**src/design/tra_pkg.sv**
```systemverilog
// Shared types, codes and helpers for the threshold rule alarm table.
// Used by tra_cell, tra_ctrl, the top level and the checker.
// No dependencies.
package tra_pkg;

    localparam int MAX_RULES_DEF = 16;
    localparam int RES_CAP       = 16;
    localparam int KEY_W         = 8;
    localparam int VAL_W         = 48;
    localparam int CNT_W         = 32;
    localparam int IN_TDATA_W    = 120;
    localparam int OUT_TDATA_W   = 216;

    // rule comparisons
    localparam logic [2:0] OP_GT = 3'd0;
    localparam logic [2:0] OP_GE = 3'd1;
    localparam logic [2:0] OP_LT = 3'd2;
    localparam logic [2:0] OP_LE = 3'd3;
    localparam logic [2:0] OP_EQ = 3'd4;
    localparam logic [2:0] OP_NE = 3'd5;

    // result kinds
    localparam logic [1:0] KIND_ACK     = 2'd0;
    localparam logic [1:0] KIND_FIRE    = 2'd1;
    localparam logic [1:0] KIND_NOMATCH = 2'd2;

    // severity levels
    localparam logic [1:0] LVL_INFO  = 2'd0;
    localparam logic [1:0] LVL_WARN  = 2'd1;
    localparam logic [1:0] LVL_ERROR = 2'd2;

    // request command
    localparam logic CMD_LOAD   = 1'b0;
    localparam logic CMD_SAMPLE = 1'b1;

    // broadcast from the sequencer to every cell
    typedef struct packed {
        logic              adv;
        logic              load_en;
        logic [KEY_W-1:0]  smp_key;
        logic [VAL_W-1:0]  smp_value;
        logic [KEY_W-1:0]  ld_key;
        logic [2:0]        ld_op;
        logic [VAL_W-1:0]  ld_threshold;
        logic [1:0]        ld_level;
        logic [7:0]        ld_evt_code;
    } bcast_t;

    // rule data of the cell that holds the token and fires; zero otherwise
    typedef struct packed {
        logic              hit;
        logic [7:0]        evt_code;
        logic [1:0]        level;
        logic [VAL_W-1:0]  threshold;
        logic [CNT_W-1:0]  fire_count;
    } hit_t;

    typedef struct packed {
        logic [1:0]        kind;
        logic              load_status;
        logic [3:0]        rule_index;
        logic [7:0]        evt_code;
        logic [1:0]        level;
        logic [KEY_W-1:0]  event_key;
        logic [VAL_W-1:0]  threshold;
        logic [VAL_W-1:0]  value;
        logic [CNT_W-1:0]  fire_count;
        logic [CNT_W-1:0]  level_count;
        logic [CNT_W-1:0]  event_total;
    } res_t;

    function automatic logic [CNT_W-1:0] sat_inc(input logic [CNT_W-1:0] c);
        return (c == '1) ? c : c + CNT_W'(1);
    endfunction

endpackage

```
**src/design/tra_cell.sv**
```systemverilog
// One rule slot of the alarm table: stored rule, fire count, token stage.
// Depends on tra_pkg.
module tra_cell #(
    parameter int MAX_RULES = tra_pkg::MAX_RULES_DEF,
    parameter int INDEX     = 0,
    parameter int CW        = $clog2(MAX_RULES + 1)
) (
    input  logic            clk,
    input  logic            rst_n,
    input  tra_pkg::bcast_t bc,
    input  logic [CW-1:0]   rule_count,
    input  logic            tok_in,
    output logic            tok_out,
    output tra_pkg::hit_t   hit_out
);
    import tra_pkg::*;

    logic                    active_reg;
    logic [KEY_W-1:0]        key_reg;
    logic [2:0]              op_reg;
    logic [VAL_W-1:0]        thr_reg;
    logic [1:0]              level_reg;
    logic [7:0]              event_reg;
    logic [CNT_W-1:0]        fcnt_reg;
    logic [CNT_W-1:0]        fcnt_next;
    logic                    loaded;
    logic                    sel;
    logic                    lt;
    logic                    eq;
    logic                    cmp;
    logic                    hit;

    assign loaded = rule_count > CW'(INDEX);
    assign sel    = bc.load_en && (rule_count == CW'(INDEX));
    assign lt     = $signed(bc.smp_value) < $signed(thr_reg);
    assign eq     = bc.smp_value == thr_reg;

    always_comb
    begin
        case (op_reg)
            OP_GT:   cmp = !lt && !eq;
            OP_GE:   cmp = !lt;
            OP_LT:   cmp = lt;
            OP_LE:   cmp = lt || eq;
            OP_EQ:   cmp = eq;
            OP_NE:   cmp = !eq;
            default: cmp = 1'b0;
        endcase
    end

    assign hit       = active_reg && loaded && (key_reg == bc.smp_key) && cmp;
    assign fcnt_next = sat_inc(fcnt_reg);
    assign tok_out   = active_reg;

    always_comb
    begin
        hit_out = '0;
        if (hit)
        begin
            hit_out.hit        = 1'b1;
            hit_out.evt_code   = event_reg;
            hit_out.level      = level_reg;
            hit_out.threshold  = thr_reg;
            hit_out.fire_count = fcnt_next;
        end
    end

    always_ff @(posedge clk or negedge rst_n)
    begin
        if (!rst_n)
            active_reg <= 1'b0;
        else if (bc.adv)
            active_reg <= tok_in;
    end

    always_ff @(posedge clk)
    begin
        if (sel)
        begin
            key_reg   <= bc.ld_key;
            op_reg    <= bc.ld_op;
            thr_reg   <= bc.ld_threshold;
            level_reg <= bc.ld_level;
            event_reg <= bc.ld_evt_code;
            fcnt_reg  <= '0;
        end
        else if (hit && bc.adv)
        begin
            fcnt_reg  <= fcnt_next;
        end
    end

endmodule

```
**config.mk**
```make
export PLATFORM = sky130hd
export DESIGN_NAME = tra_cell
export DESIGN_NICKNAME = d
export VERILOG_FILES = /design/src/design/tra_pkg.sv /design/src/design/tra_cell.sv
export SDC_FILE = /design/constraint.sdc
export NUM_CORES = 1
export LEC_CHECK = 0
export BUFFER_PORTS_ARGS = -buffer_cell sky130_fd_sc_hd__buf_2
export CORE_MARGIN = 5
export CORE_UTILIZATION = 40
export DETAILED_ROUTE_END_ITERATION = 10
export MAX_ROUTING_LAYER = met4
export PLACE_DENSITY_LB_ADDON = 0.08
export SLEW_MARGIN = 20
export SYNTH_ARGS = -nofsm -noshare
export SYNTH_HDL_FRONTEND = slang
export SYNTH_SLANG_ARGS = --single-unit
```
**constraint.sdc**
```tcl
create_clock -name clk -period 6.3 [get_ports clk]
set_clock_uncertainty 0.15 [all_clocks]
set_input_delay 0.945 -clock clk [delete_from_list [all_inputs] [get_ports clk]]
set_output_delay 0.945 -clock clk [all_outputs]
set_load 0.005 [all_outputs]
```
### Word-level counts from Yosys, hierarchy flattened

Cells that the tools add are included.

* output and inout port bits: 92
* memories kept: 0
* RAM bits: 0
* input port bits: 135
* bits in registers: 102
* bits in latches: 0
* logic and storage cells: 32
* ROM bits: 0

* bitwise operators: 0
* $mul: 0
* $add $sub $neg: 1
* order comparisons: 2
* shift operators: 0
* divide/modulo/power cells: 0
* reductions and logical operators: 11
* equality and inequality tests: 8
* multiplexer cells: 3

Operators with widths (number)
* $mux W91: 1
* $eq A48 B48 Y1: 1
* $lt A48 B48 Y1: 1
* $add A32 B1 Y32 const B: 1
* $eq A32 B32 Y1 const B: 1
* $mux W32: 1
* $eq A8 B8 Y1: 1
* $eq A3 B2 Y1 const B: 2
* $eq A3 B3 Y1 const B: 2
* $logic_and A1 B1 Y1: 6
* $pmux W1 S6: 1
* $gt A5 B1 Y1 const B: 1
* $logic_not A5 Y1: 1
* $eq A3 B1 Y1 const B: 1
* $logic_not A3 Y1: 1
* $logic_not A1 Y1: 2
* $logic_or A1 B1 Y1: 1

### Logic depth before layout (Yosys ltp)

Gate-level depths: netlist of the first run.

* depth in word-level cells: 6
* gate-level depth with buffers: 14
* mapped depth without buffers: 13

### Least setup slack after synthesis of the first run

No wires, ideal clock.

* kind: input -> register
* start: input rule_count[0]
* end: register event_reg[0], enable pin
* library setup time: 0.461 ns
* path slack: 1.181 ns
* data arrival time: 4.508 ns
* stages: 7
* cells stage by stage: or4_1 > nor2_1 > nand2_1 > inv_1 > clkbuf_1 > clkbuf_1 > buf_1

* word-level cells in the longest chain between the ends: 2

RTL lines
* start, declared: RTL line tra_cell.sv:11 `input logic [CW-1:0] rule_count,`
* $logic_not A5 Y1: RTL line tra_cell.sv:34 `assign sel = bc.load_en && (rule_count == CW'(INDEX));`
* $logic_and A1 B1 Y1: RTL line tra_cell.sv:34
* net sel: RTL line tra_cell.sv:27 `logic sel;`
* end signal, assigned: RTL line tra_cell.sv:84 `event_reg <= bc.ld_evt_code;`
* end, declared: RTL line tra_cell.sv:23 `logic [7:0] event_reg;`

The timed path passes the listed nets, and every way through them passes these cells.
A chain may end at the register's enable or synchronous reset.

==> results of run 1 <==
## layout make-up
type	instances	area, sq um	area share, %
clock inverter	6	86.33	1.117
multi-input combinational	466	3043	39.37
antenna	1	2.502	0.03237
clock buffer	10	229.0	2.962
timing repair buffer	230	1174	15.18
tap	188	235.2	3.043
inverter	59	222.7	2.881
sequential	102	2738	35.42
## cells by family after synthesis
| kind of cell | after synthesis | share of synthesized area [%] |
|---|---|---|
| AND/OR/NAND/NOR | 278 | 22.39 |
| flip-flops | 102 | 44.57 |
| adder cells (fa/ha/maj) | 49 | 9.982 |
| buffers and inverters | 91 | 6.070 |
| multiplexers | 7 | 1.182 |
| AO/OA/AOI/OAI | 92 | 10.10 |
| XOR/XNOR | 40 | 5.704 |
## worst max-delay path: stages
cell,delay [ps]
buf_2,100
ha_1,310
nand4_1,140
nor4_1,470
o21ai_0,210
a31oi_1,240
nor4_2,60
xnor2_1,240
mux2i_1,390
o21ai_4,100
buf_12,240
a21oi_1,270
buf_2,170
## final timing paths
path	slack, ps	end	start	cells after the start
worst max-delay path	1310	hit_out[29]	bc[80]	13
worst min-delay path	200	tok_out	rst_n	1
worst max register to register	2330	fcnt_reg[20]	thr_reg[11]	13
worst min register to register	350	fcnt_reg[18]	fcnt_reg[18]	2
max in group asynchronous	5710	tok_out	rst_n	1
min in group clk	350	fcnt_reg[18]	fcnt_reg[18]	2
## report_power, final
group | switching, mW | total, mW | internal [mW] | leakage (nW)
clock network | 0.254 | 0.602 | 0.347 | 0.142
registers | 0.00600 | 0.730 | 0.724 | 0.892
logic | 0.0550 | 0.116 | 0.0609 | 2.54
## metal layers
metal | routed length, microns | up-vias | global-route usage, %
met2 | 8016 | 181 | 31.44
met4 | 416 | 0 | 7.257
met3 | 928 | 32 | 3.113
met5 | 0 | - | -
met1 | 7366 | 2495 | 23.85
li1 | - | 2730 | -
## placed cells by master (no fill, tap or decap), drive strengths merged, types with 4 or more instances in the layout
cell    instances
xnor2          30
nand2b          5
a31o           11
o21ai          14
nor4            5
clkbuf         10
or3             4
nand3          26
xor2           10
and2           18
or4             4
edfxtp         69
nand2          48
nand4          22
a221oi          4
mux2i           5
nor3            9
inv            58
a21oi          26
buf           230
and4            5
a21o           10
and3           13
ha             49
a31oi          12
dfxtp          32
nor2          113
## per-stage QoR
step	utilization [%]	power, mW	worst slack (ps)
3_5_place_dp	48.94	0.8609	1317
6_report	51.04	1.447	1314
4_1_cts	51.02	1.463	1303
5_1_grt	51.04	1.507	1119
3_3_place_gp	48.94	0.8561	1433
2_1_floorplan	-	0.8016	1181
==> reports/qor.yml, run 1 <==
clock_network:
  clk_path_buf_depth: 2
  cts.sink_count: 102
  cts_resized: 0
  cts-htree-levels: 3
  path_clk_slew_ps: 70
  cts_setup_buffers: 0
  cts-hold-fix-buffers: 0
  insertion_delay_ps: 350
  cts_buffers: 9
  cts-root-buf: "clkbuf_16"
  tritoncts: "done"
synth:
  syn_nets: 843
  synthCells: 659
  synth_edf_count: 69
  synth_top_area_cell: "edfxtp_1"
  ys_top_cells_by_area: "edfxtp_1 (34%), dfxtp_1 (10%), ha_1 (10%)"
  syn-cell-area_sq_um: 6142
  async_flop_share_pct: 0.9804
  synth_ff_type: "edfxtp_1"
  synth_seq_cells: 102
  yosys-top-cells-count: "nor2_1 (113), edfxtp_1 (69), inv_1 (58)"
  synth_area_per_cell_sq_um: 9.320
  synth.most_common_cell: "nor2_1"
  synth.distinct_cells: 60
  synth_top_area_share_pct: 33.73
  yosys_warnings: 0
  yosysSeqAreaShare_pct: 44.57
layout:
  area_growth_pct: 25.85
  layout.nets: 1052
  fillerInstances: 1445
  largest_reg_flops: 48
  post_layout_nonfiller_instances: 1062
  drive_gt1_share_pct: 31.39
  design_area_sq_um: 7730
drt:
  postRouteWirelength_microns: 16730
  ant_nets: 0
  viasPerCell: 5.121
  wire_per_inst_microns: 15.75
  drt-initial-drc-count: 269
  via_count: 5438
  drcViolationCount: 0
  first_pass_iters: 5
global_route:
  antenna_found_initial: 1
  grt_pass1_wl_microns: 26970
  grt_pass1_vias: 5671
  overflow: 0
  grt_start_max_net_pins: 93
  track_usage_pct: 19.15
critical_path:
  endpoint_kind: "output port"
  cp.arrival_ps: 3890
  worstPathMaxFanout: 92
  cp.required_ps: 5200
  cp-start-kind: "input port"
  worstSetupPathType: "in -> out"
die:
  dieArea_sq_um: 17930
  core_sq_um: 15150
  die_y_microns: 133.9
  io_pins: 227
  die_x_microns: 133.9
  floorplan.rows: 45
  initial_utilization_pct: 40.55
timing:
  hold_viol: 0
  hold_ws_ps: 201.4
  worstMarginPinSlew_ps: 877.3
  setup_violations: 0
  maxSlewHeadroom_pct: 41.37
  fin_tns_setup_ps: 0
  fin_crit_sh_pct: 79.14
  report.final.slew_viol_count: 0
  rsz0062_at_grt: "no"
  finalCriticalPeriod_ps: 4986
  fmax_mhz: 200.6
outcome:
  status: "finished clean"
pwr:
  ir_drop_mv: 0.1091
  p_leak_nw: 3.572
  p_per_area_nw_per_um2: 187.3
placed_design:
  post-dp-hpwl_microns: 12940
  dp.cells: 1045
  portBuffers: 226
  placed_area_sq_um: 7412
  gp_congestion: 0.8568
job:
  max-cap-violations: 0
hold_path:
  worstHoldPathType: "in -> async"
No activity file was read; power rests on OpenSTA's default activity.
==> run 2: changes to the inputs <==
clock period = 5.1 ns   (was 6.3 ns; I/O delays follow)
==> reports/qor.yml, run 2 (same netlist as run 1, synthesis figures left out) <==
drt:
  via_count: 5497  # +1.1%
  viasPerCell: 5.147  # +0.52%
  drt-initial-drc-count: 318  # +18%
  postRouteWirelength_microns: 16780  # +0.33%
  wire_per_inst_microns: 15.71  # -0.23%
  first_pass_iters: 5  # unchanged
  ant_nets: 0  # unchanged
  drcViolationCount: 0  # unchanged
timing:
  rsz0062_at_grt: "no"
  fin_crit_sh_pct: 90.12
  fin_tns_setup_ps: 0  # unchanged
  hold_ws_ps: 31.15  # -170.3 ps
  hold_viol: 0  # unchanged
  finalCriticalPeriod_ps: 4596
  setup_ws_ps: 503.7  # -810.6 ps
  fmax_mhz: 217.6
  worstMarginPinSlew_ps: 910.6  # +33.35 ps
  setup_violations: 0  # unchanged
  maxSlewHeadroom_pct: 39.14  # -2.2 points
  report.final.slew_viol_count: 0  # unchanged
layout:
  post_layout_nonfiller_instances: 1068  # +0.56%
  layout_common_cells: "buf_2 (226), nor2_1 (113), edfxtp_1 (69)"
  regArea_sq_um: 2738  # unchanged
  fillerInstances: 1467  # +1.5%
  layout.nets: 1056  # +0.38%
  largest_reg_flops: 48  # unchanged
  layout_commonest_cell: "buf_2"
  drive_gt1_share_pct: 31.58  # +0.20 points
  area_growth_pct: 25.46
  multiInputGateArea_sq_um: 3043  # unchanged
critical_path:
  path_buf_inv: 3  # unchanged
  worstSetupPathType: "in -> out"
  cpPeakStageDelay_ps: 420  # -50 ps
  crit_slowest_cell: "nor4_1"
  cp.required_ps: 4180  # -1020 ps
  crit_chain: "buf_2 -> ha_1 -> nand4_1 -> nor4_1 -> o21ai_0 -> a31oi_1 -> nor4_2 -> xnor2_1 -> mux2i_1 -> o21ai_4 -> buf_4 -> a21oi_1 -> buf_2"
  crit_top_cell: "buf_2"
  crit_family: "compound AO/OA/AOI/OAI gates"
  cp-start-kind: "input port"
  endpoint_kind: "output port"
  worstPathMaxFanout: 26  # -72%
  cp.arrival_ps: 3680  # -210 ps
clock_network:
  insertion_delay_ps: 350  # about the same
  clk_path_buf_depth: 2  # unchanged
  cts-root-buf: "clkbuf_16"
  cts.sink_count: 102  # unchanged
  cts-htree-levels: 3  # unchanged
  cts_buffers: 9  # unchanged
  cts_resized: 0  # unchanged
  cts_setup_buffers: 0  # unchanged
  cts-hold-fix-buffers: 0  # unchanged
  tritoncts: "done"
  path_clk_slew_ps: 70  # about the same
outcome:
  status: "finished clean"
die:
  die_x_microns: 133.9  # unchanged
  floorplan.rows: 45  # unchanged
  die_y_microns: 133.9  # unchanged
  io_pins: 227  # unchanged
  core_sq_um: 15150  # unchanged
  initial_utilization_pct: 40.55  # unchanged
  dieArea_sq_um: 17930  # unchanged
hold_path:
  worstHoldPathType: "in -> async"
job:
  max-cap-violations: 0  # unchanged
placed_design:
  dp.cells: 1049  # +0.38%
  dp_slack_ps: 490.0  # -827.1 ps
  gp_congestion: 0.8721  # +1.8%
  portBuffers: 226  # unchanged
  post-dp-hpwl_microns: 13130  # +1.5%
global_route:
  overflow: 0  # unchanged
  grt_start_max_net_pins: 61  # -34%
  grt_pass1_vias: 5576  # -1.7%
  grt_pass1_wl_microns: 26960  # about the same
  antenna_found_initial: 3  # +2
  track_usage_pct: 19.26  # +0.11 points
pwr:
  intPower_mw: 1.301  # +15%
  pwr-share-clk_pct: 38.0  # -3.6 points
  pwr-share-seq_pct: 53.5  # +3.1 points
  p_per_area_nw_per_um2: 218.9  # +17%
  swShare_pct: 22.85  # +1.1 points
  p_sw_mw: 0.3854  # +22%
  pwr-share-comb_pct: 8.5  # +0.5 points
  ir_drop_mv: 0.1575  # +44%
  p_leak_nw: 3.564  # -0.21%
  total_power_mw: 1.687  # +17%
-- run 2: final cells by class --
type | count | share of cell area [%]
Clock buffer | 11 | 3.020
Antenna cell | 3 | 0.09742
Sequential cell | 102 | 35.53
Timing Repair Buffer | 234 | 15.46
Clock inverter | 5 | 0.4709
Tap cell | 188 | 3.052
Multi-Input combinational cell | 466 | 39.49
Inverter | 59 | 2.890
-- run 2: final timing paths --
| path | from | end | slack [ps] | cells past startpoint |
|---|---|---|---|---|
| setup / recovery | bc[80] | hit_out[29] | 500 | 13 |
| hold / removal | rst_n | tok_out | 30 | 1 |
| setup reg to reg | thr_reg[11] | fcnt_reg[20] | 1110 | 14 |
| hold reg to reg | fcnt_reg[18] | fcnt_reg[18] | 350 | 2 |
| max in group asynchronous | rst_n | tok_out | 4680 | 1 |
| min in group clk | fcnt_reg[18] | fcnt_reg[18] | 350 | 2 |
-- run 2: per-stage QoR --
step / util (%) / area [sq um]
after global placement: 49.05 / 7430
final: 50.88 / 7706
after floorplan: - / 6142
after global routing: 50.88 / 7706
after detailed placement: 49.05 / 7430
after CTS: 50.83 / 7699
-- run 2: metal layers --
metal / global-route usage (%) / wire length, microns / vias up
met2: 31.30 / 7890 / 195
li1: - / - / 2745
met3: 3.563 / 1127 / 31
met4: 7.943 / 525 / 0
met1: 23.72 / 7238 / 2526
met5: - / 0 / -
-- run 2: power groups by stage --
stage	logic (mW)	registers (mW)	clock network [mW]
finish	0.144	0.902	0.641
global route	0.164	0.903	0.693
CTS	0.145	0.902	0.664
detailed placement	0.144	0.921	0
global placement	0.139	0.920	0
floorplan	0.0712	0.919	0
-- run 2: worst reg2reg max path: cells and delay by family (launching register included) --
kind                       cells  cell delay [ps]
muxes                          1              370
and+or+nand+nor                4             1130
adders and majority gates      1              310
AOI/OAI and AO/OA              4              710
DFF                            1              340
xor gates and xnor gates       1              280
buffers and inverters          3              560
